File: config.mk
export PLATFORM = sky130hd
export DESIGN_NAME = adaptive_rice_codec
export DESIGN_NICKNAME = d
export VERILOG_FILES = /design/src/hdl/arc_pkg.sv /design/src/hdl/arc_ctrl.sv /design/src/hdl/arc_datapath.sv /design/src/hdl/adaptive_rice_codec.sv
export SDC_FILE = /design/constraint.sdc
export NUM_CORES = 2
export LEC_CHECK = 0
export ABC_AREA = 1
export BUFFER_PORTS_ARGS = -buffer_cell sky130_fd_sc_hd__buf_2
export CORE_UTILIZATION = 35
export DETAILED_ROUTE_END_ITERATION = 8
export MAX_ROUTING_LAYER = met4
export RECOVER_POWER = 50
export SLEW_MARGIN = 5
export SYNTH_ARGS = -nofsm -noshare
export SYNTH_HDL_FRONTEND = slang
export SYNTH_SLANG_ARGS = --single-unit
File: constraint.sdc
create_clock -name clk -period 35.1 [get_ports clk]
set_input_delay 3.51 -clock clk [delete_from_list [all_inputs] [get_ports clk]]
set_output_delay 3.51 -clock clk [all_outputs]
set_load 0.1 [all_outputs]
File: src/hdl/arc_pkg.sv
// Package for the adaptive Rice codec: beat types, widths and shared constants.
// No dependencies.
package arc_pkg;

    localparam int CODE_BITS_DEF = 64;

    typedef struct packed {
        logic [31:0] value_in;
        logic [63:0] bit_window;
    } arc_in_t;

    typedef struct packed {
        logic [63:0] code_bits;
        logic [6:0]  code_length;
        logic [31:0] value_out;
        logic [4:0]  rice_k;
        logic        error;
    } arc_out_t;

    typedef struct packed {
        logic start_div;
        logic compute;
        logic finish;
    } arc_cmd_t;

    typedef struct packed {
        logic div_done;
        logic code_done;
    } arc_status_t;

endpackage

File: src/hdl/arc_ctrl.sv
// Controller state machine for the adaptive Rice codec.
// Depends on arc_pkg.
module arc_ctrl (
    input  logic                 clk,
    input  logic                 rst_n,
    input  logic                 in_valid,
    output logic                 in_ready,
    output logic                 out_valid,
    input  logic                 out_ready,
    output arc_pkg::arc_cmd_t    cmd,
    input  arc_pkg::arc_status_t status
);
    import arc_pkg::*;

    typedef enum logic [2:0] {S_IDLE, S_DIV, S_CODE, S_OUT} state_t;

    state_t state_reg, state_next;
    logic   out_valid_reg, out_valid_next;

    always_comb
    begin
        state_next     = state_reg;
        out_valid_next = out_valid_reg;
        cmd            = '0;
        case (state_reg)
            S_IDLE:
            begin
                if (in_valid)
                begin
                    cmd.start_div = 1'b1;
                    state_next    = S_DIV;
                end
            end
            S_DIV:
            begin
                if (status.div_done)
                begin
                    cmd.compute = 1'b1;
                    state_next  = S_CODE;
                end
            end
            S_CODE:
            begin
                if (status.code_done)
                begin
                    cmd.finish     = 1'b1;
                    out_valid_next = 1'b1;
                    state_next     = S_OUT;
                end
            end
            S_OUT:
            begin
                if (out_ready)
                begin
                    out_valid_next = 1'b0;
                    state_next     = S_IDLE;
                end
            end
            default: state_next = S_IDLE;
        endcase
    end

    always_ff @(posedge clk or negedge rst_n)
    begin
        if (!rst_n)
        begin
            state_reg     <= S_IDLE;
            out_valid_reg <= 1'b0;
        end
        else
        begin
            state_reg     <= state_next;
            out_valid_reg <= out_valid_next;
        end
    end

    assign in_ready  = (state_reg == S_IDLE);
    assign out_valid = out_valid_reg;
endmodule

File: src/hdl/arc_datapath.sv
// Datapath for the adaptive Rice codec: statistics, serial divider, log2, and code logic.
// Depends on arc_pkg.
module arc_datapath #(
    parameter int CODE_BITS = arc_pkg::CODE_BITS_DEF
) (
    input  logic                 clk,
    input  logic                 rst_n,
    input  logic                 mode,
    input  logic                 in_fire,
    input  arc_pkg::arc_in_t     in_data,
    input  arc_pkg::arc_cmd_t    cmd,
    output arc_pkg::arc_status_t status,
    output arc_pkg::arc_out_t    out_data
);
    import arc_pkg::*;

    localparam logic [6:0] CB = 7'(CODE_BITS);

    logic [63:0] total_reg;
    logic [31:0] count_reg;
    logic [31:0] value_reg;
    logic [63:0] win_reg;
    logic        mode_reg;

    // Restoring divider: total / count, one quotient bit a cycle.
    logic [63:0] quo_reg;
    logic [31:0] rem_reg;
    logic [6:0]  dcnt_reg;
    logic        dbusy_reg;
    logic [32:0] rem_sh;
    logic [33:0] rem_sub;

    assign rem_sh  = {rem_reg, quo_reg[63]};
    assign rem_sub = {1'b0, rem_sh} - {2'b0, count_reg};

    // Code stage: ones count scanned one bit a cycle.
    logic [6:0]  q_reg;
    logic        scan_reg;
    logic [4:0]  k_reg;
    arc_out_t    res_reg;
    logic        cdone_reg;

    logic [63:0] avg;
    logic [5:0]  f;
    logic [5:0]  kk;
    logic [4:0]  kc;
    always_comb
    begin
        avg = (count_reg == '0) ? 64'd0 : quo_reg;
        f = '0;
        for (int i = 1; i < 64; i++)
        begin
            if (avg[i])
                f = 6'(i);
        end
        kk = f;
        if (f != 0 && avg[f - 6'd1])
            kk = f + 6'd1;
        kc = (kk > 6'd31 || f == 6'd63) ? 5'd31 : kk[4:0];
    end

    logic [31:0] d;
    logic [31:0] eq;
    logic [38:0] elen;
    logic [63:0] ecode;
    logic [63:0] wmask;
    logic [63:0] dwin;
    logic [6:0]  dlen;
    logic [63:0] dr;
    logic [63:0] dval;
    logic [64:0] tsum;
    logic        scan_bit;
    arc_out_t    res_next;
    logic        take;
    logic [31:0] add_val;

    always_comb
    begin
        wmask = (CODE_BITS >= 64) ? '1 : ((64'd1 << CODE_BITS) - 64'd1);
        d     = value_reg - 32'd1;
        eq    = d >> k_reg;
        elen  = 39'(eq) + 39'd1 + 39'(k_reg);
        ecode = ((64'd1 << eq[5:0]) - 64'd1)
              | (64'(d & ((32'd1 << k_reg) - 32'd1)) << (eq[5:0] + 6'd1));
        if (eq >= 32'd63)
            ecode = (64'd1 << eq[5:0]) - 64'd1;
        dwin     = win_reg & wmask;
        scan_bit = dwin[q_reg[5:0]];
        dlen     = q_reg + 7'd1 + 7'(k_reg);
        dr       = (q_reg >= 7'd63) ? 64'd0
                 : ((dwin >> (q_reg[5:0] + 6'd1)) & ((64'd1 << k_reg) - 64'd1));
        dval     = (64'(q_reg) << k_reg) + dr + 64'd1;
    end

    always_comb
    begin
        res_next        = '0;
        res_next.rice_k = k_reg;
        take            = 1'b0;
        add_val         = '0;
        if (!mode_reg)
        begin
            if (value_reg == '0 || elen > 39'(CB))
                res_next.error = 1'b1;
            else
            begin
                res_next.code_bits   = ecode;
                res_next.code_length = elen[6:0];
                take                 = 1'b1;
                add_val              = value_reg;
            end
        end
        else
        begin
            if (q_reg >= CB || dlen > CB || dval[63:32] != '0)
                res_next.error = 1'b1;
            else
            begin
                res_next.code_length = dlen;
                res_next.value_out   = dval[31:0];
                take                 = 1'b1;
                add_val              = dval[31:0];
            end
        end
        tsum = {1'b0, total_reg} + 65'(add_val);
    end

    always_ff @(posedge clk or negedge rst_n)
    begin
        if (!rst_n)
        begin
            total_reg <= '0;
            count_reg <= '0;
            dbusy_reg <= 1'b0;
            scan_reg  <= 1'b0;
            cdone_reg <= 1'b0;
        end
        else
        begin
            if (in_fire)
            begin
                value_reg <= in_data.value_in;
                win_reg   <= in_data.bit_window;
                mode_reg  <= mode;
            end
            if (cmd.start_div)
            begin
                quo_reg   <= total_reg;
                rem_reg   <= '0;
                dcnt_reg  <= '0;
                dbusy_reg <= (count_reg != '0);
            end
            else if (dbusy_reg)
            begin
                if (!rem_sub[33])
                begin
                    rem_reg <= rem_sub[31:0];
                    quo_reg <= {quo_reg[62:0], 1'b1};
                end
                else
                begin
                    rem_reg <= rem_sh[31:0];
                    quo_reg <= {quo_reg[62:0], 1'b0};
                end
                dcnt_reg <= dcnt_reg + 7'd1;
                if (dcnt_reg == 7'd63)
                    dbusy_reg <= 1'b0;
            end
            if (cmd.compute)
            begin
                k_reg     <= kc;
                q_reg     <= '0;
                scan_reg  <= mode_reg;
                cdone_reg <= !mode_reg;
            end
            else if (scan_reg)
            begin
                if (!scan_bit || q_reg == CB - 7'd1)
                begin
                    scan_reg  <= 1'b0;
                    cdone_reg <= 1'b1;
                    if (scan_bit)
                        q_reg <= CB;
                end
                else
                begin
                    q_reg     <= q_reg + 7'd1;
                    cdone_reg <= 1'b0;
                end
            end
            else
                cdone_reg <= 1'b0;
            if (cmd.finish)
            begin
                res_reg <= res_next;
                if (take)
                begin
                    total_reg <= tsum[64] ? '1 : tsum[63:0];
                    if (count_reg != '1)
                        count_reg <= count_reg + 32'd1;
                end
            end
        end
    end

    assign status.div_done  = !dbusy_reg;
    assign status.code_done = cdone_reg;
    assign out_data         = res_reg;
endmodule

File: src/hdl/adaptive_rice_codec.sv
// Adaptive Golomb-Rice codec; one configuration bit selects encoding or decoding and one item
// is in flight at a time. A serial 64-bit divider forms the running average, one quotient bit
// per cycle, and decoding then scans the window one bit per cycle to count the leading ones.
// While no item has yet succeeded the division is skipped. The input is ready again the
// cycle after the result beat is taken.
// Depends on arc_pkg, arc_ctrl and arc_datapath.
module adaptive_rice_codec #(
    parameter int CODE_BITS = arc_pkg::CODE_BITS_DEF
) (
    input  logic              clk,
    input  logic              rst_n,
    input  logic              cfg_we,
    input  logic              cfg_data,
    input  logic              in_valid,
    output logic              in_ready,
    input  arc_pkg::arc_in_t  in_data,
    output logic              out_valid,
    input  logic              out_ready,
    output arc_pkg::arc_out_t out_data
);
    import arc_pkg::*;

    logic        mode_reg;
    arc_cmd_t    cmd;
    arc_status_t status;

    always_ff @(posedge clk or negedge rst_n)
    begin
        if (!rst_n)
            mode_reg <= 1'b0;
        else if (cfg_we)
            mode_reg <= cfg_data;
    end

    arc_ctrl u_ctrl (
        .clk(clk), .rst_n(rst_n), .in_valid(in_valid), .in_ready(in_ready),
        .out_valid(out_valid), .out_ready(out_ready), .cmd(cmd), .status(status)
    );

    arc_datapath #(.CODE_BITS(CODE_BITS)) u_dp (
        .clk(clk), .rst_n(rst_n), .mode(mode_reg), .in_fire(in_valid && in_ready),
        .in_data(in_data), .cmd(cmd), .status(status), .out_data(out_data)
    );
endmodule

==> flow_summary.rst <==
.. list-table::
   :header-rows: 1

   * - Metric
     - Value
   * - Global-route wire length before repair
     - slightly above 200 mm
   * - Routed WL per cell
     - slightly below 20 µm
   * - Antenna Nets Post-Route
     - 0
   * - Number of vias per cell
     - 5.32
   * - DPL Wire Length
     - 108 mm
   * - Total CTS buffers
     - 50
   * - Slack of the worst reg-to-reg path
     - about 15 ns
   * - Fraction of registers with async set or reset after synthesis
     - 0.243
   * - Die boundary height
     - between 300 and 400 µm
   * - Global routing met1 resource utilization
     - 0.353
   * - Cell chosen for the clock root
     - clkbuf_16
   * - Type of origin of the critical path
     - flip-flop
   * - Remaining Overflow, GRT
     - 0
   * - Standard cell core area
     - 107000 µm²
   * - Worst EP arrival
     - 20.99 ns
   * - Detailed Route WL
     - roughly 140 mm
   * - Required time of the critical path
     - 35.67 ns
   * - Transition time at the pin with the least slew margin
     - 3.64 ns
   * - Cell at the slowest stage of the critical path
     - clkbuf_1
   * - Initial core utilization
     - 0.354
   * - Leak
     - 18.3 nW
   * - Grt met3 use
     - 0.0259
   * - Via count
     - 37500
   * - Unique masters post-synth
     - 85
   * - X dimension of the die
     - 332 µm
   * - Origin of the critical flop-to-flop path
     - u_dp.q_reg[0]
   * - IR Drop Worst-Case VDD
     - about 42 µV
   * - Number of hold violations in the final report
     - 0
   * - Total track usage
     - 0.249
   * - Achievable clock frequency
     - between 40 and 50 MHz
   * - Final worst-path cycle share
     - 0.582
   * - Area of the mapped netlist
     - 38000 µm²
   * - Kind of end point of the critical path
     - flip-flop
   * - Skew-Pair Late Insertion Delay
     - 0.68 ns
   * - Cell types with the largest area share after synthesis
     - edfxtp_1 25%, nand2_1 13%, o21ai_0 8.0%
   * - Cells on worst reg2reg path
     - 85
   * - Final total negative setup slack
     - 0 ns
   * - Global-route met2 utilization
     - 0.368
   * - Relative slew slack
     - -1.43
   * - Share of synthesized area occupied by flip-flops and latches
     - 0.321
   * - Pre-antenna DRT Iters
     - 6
   * - Max Clock Skew
     - 0.0613 ns
   * - Total of warnings raised by yosys
     - 0
   * - Net total in the final layout
     - 5843
   * - Filler Cell Count
     - 11500
   * - R2r endpoint
     - u_dp.total_reg[31]
   * - Register Area
     - 12200 µm²
   * - Result of the run
     - complete, but fails checks
   * - Average footprint of a synthesized cell
     - 6.88 µm²
   * - Drc violations
     - 0
   * - Layout cell share with drive strength beyond 1
     - 0.0794
   * - Largest net degree at the start of global routing
     - 106
   * - Count of hold buffers inserted by post-cts repair
     - 0
   * - Worst setup path category
     - flip-flop to flip-flop
   * - Critical Path End
     - u_dp.total_reg[31]
   * - Time the worst path needs with I/O delays and setup
     - 20.42 ns
   * - CTS tree
     - done
   * - Layer with the highest usage after global routing
     - met2
   * - Maximum single-stage delay on the critical path
     - approximately 2.2 ns
   * - Area share of the largest cell type after synthesis
     - 0.253
   * - Final weighted congestion in routability-driven placement
     - 1.01
   * - DR iter-0 viols
     - 3509
   * - Quantity of I/O buffers inserted on ports
     - 212
   * - Post-CTS Setup Bufs
     - 0
   * - Number of standard cells after synthesis
     - 5530
   * - Hold Crit Class
     - flip-flop to flip-flop
   * - H-tree depth
     - 2
   * - Count of flip-flops with a built-in enable after synthesis
     - roughly 320
   * - Area of the die
     - between 100000 and 150000 µm²
   * - CTS clock-pin slew for the worst setup and hold paths
     - 0.06 ns
   * - Violated checks
     - max-capacitance violations, max-slew violations
   * - Floorplan row count
     - 120
   * - Area of combinational cells with multiple inputs
     - about 22000 µm²
   * - Area Overhead vs Synth
     - 10.3%
   * - Initial antenna violation count
     - 1
   * - Power per unit of standard cell area
     - 47.0 nW/µm²
   * - Endpoints failing setup
     - 0
   * - Max reg flops
     - between 100 and 150
   * - Predominant post-synthesis flop cell
     - edfxtp_1
   * - Maximum clock path buffer count
     - 3
   * - Crit path launch
     - u_dp.q_reg[0]
   * - Max_cap viols
     - 13
   * - Via count of the first global-routing pass
     - 34400
   * - Cts repair resizes
     - 0
   * - Number of top-level pins
     - 213
   * - Pins Over Slew Limit
     - ~700
   * - Unrepaired setup endpoints after global routing
     - false
   * - Utilization after layout
     - 0.391
   * - Critical path fanouts, max
     - 83
   * - TritonCTS sink count
     - between 400 and 500
   * - Post-synthesis register bit count
     - 424
   * - Most frequent CP cell
     - a21oi_1
   * - Library cell occupying the most area in the post-synthesis netlist
     - edfxtp_1
-- per-layer routing --
layer / share of wire / wire, µm / vias to the layer above
met3: 0.058 / 7940 / 206
met2: 0.43 / 58800 / 1239
met1: 0.48 / 65900 / 17400
li1: - / - / 18600
met5: 0 / 0 / -
met4: 0.035 / 4820 / 0
-- how the worst min path moves through the flow --
| stage | start | end | slack [ns] | cells past startpoint |
|---|---|---|---|---|
| global route | mode_reg | u_dp.mode_reg | 0.48 | 0 |
| finish | mode_reg | u_dp.mode_reg | 0.45 | 0 |
| CTS | mode_reg | u_dp.mode_reg | 0.46 | 0 |
| global placement | mode_reg | u_dp.mode_reg | 0.44 | 0 |
| detailed placement | mode_reg | u_dp.mode_reg | 0.45 | 0 |
| floorplan | mode_reg | u_dp.mode_reg | 0.42 | 0 |
-- logic make-up after synthesis --
family	after synthesis	share of synthesized area
xor gates and xnor gates	246	0.0577
AOI/OAI and AO/OA	1155	0.171
and+or+nand+nor	2588	0.295
muxes	64	0.0169
buffers and inverters	912	0.0915
adders and majority gates	140	0.0471
DFF	424	0.321
other	1	0.0000986
-- cells in the final DEF, fill, tap and decap left out, drive strengths merged, types with 5 or more instances in the layout --
| cell type | n |
|---|---|
| o221ai | 6 |
| a31oi | 56 |
| bufinv | 8 |
| o211ai | 32 |
| a32oi | 5 |
| clkinv | 39 |
| ha | 135 |
| edfxtp | 321 |
| a21oi | 233 |
| xnor2 | 73 |
| fa | 5 |
| a21o | 5 |
| a211oi | 6 |
| o31ai | 13 |
| xor2 | 173 |
| nor2 | 664 |
| nand2 | 1336 |
| o21ai | 653 |
| o22ai | 50 |
| or2 | 28 |
| nor3 | 106 |
| a32o | 17 |
| nand3b | 6 |
| mux2i | 63 |
| inv | 657 |
| nand3 | 332 |
| buf | 154 |
| clkbuf | 159 |
| nand4 | 52 |
| o21a | 18 |
| a21boi | 10 |
| nor4 | 47 |
| a221oi | 7 |
| o21bai | 22 |
| dfrtp | 103 |
| and2 | 7 |
-- critical path, delay by kind of cell (launching register included) --
kind / cells / cell delay (ns)
buf+inv: 12 / 8.04
simple gates: 32 / 4.67
compound gates: 36 / 6.11
xor+xnor: 1 / 0.07
flops: 1 / 0.32
fa+ha+maj: 4 / 1.07
-- layout make-up --
cell class | count | area share
Timing Repair Buffer | 258 | 0.0296
Inverter | 670 | 0.0602
Clock inverter | 37 | 0.0113
Tap cell | 1403 | 0.0418
Antenna cell | 1 | 0.0000597
Sequential cell | 424 | 0.291
Clock buffer | 55 | 0.0305
Multi-Input combinational cell | 4197 | 0.535
-- stage by stage --
stage | total power, W | setup slack [ns] | instances | hold slack [ns] | instance area [µm²]
finish | 0.00197 | 14.68 | 7045 | 0.454 | 41900
global route | 0.00210 | 12.50 | 7044 | 0.478 | 41900
CTS | 0.00198 | 19.53 | 7044 | 0.461 | 42100
detailed placement | 0.00141 | 19.70 | 6952 | 0.448 | 40400
global placement | 0.00140 | 19.95 | 6952 | 0.439 | 40400
floorplan | 0.00121 | 21.97 | 5533 | 0.421 | 38000
-- power breakdown --
group          switching, W  internal [W]  leakage, nW  total, W
clock network      0.000238      0.000326        0.853  0.000564
logic              0.000493      0.000245         13.2  0.000738
registers         0.0000435      0.000628         4.18  0.000672
-- Yosys cell counts, types with 56 or more instances --
library cell     n
nand2_1       1299
nor2_1         618
inv_1          611
o21ai_0        607
edfxtp_1       321
nand3_1        319
a21oi_1        231
clkbuf_1       181
xor2_1         170
ha_1           135
dfrtp_1        103
nor3_1          97
xnor2_1         72
mux2i_1         63
a31oi_1         56
Note: power is estimated with default switching activity, not from simulation.
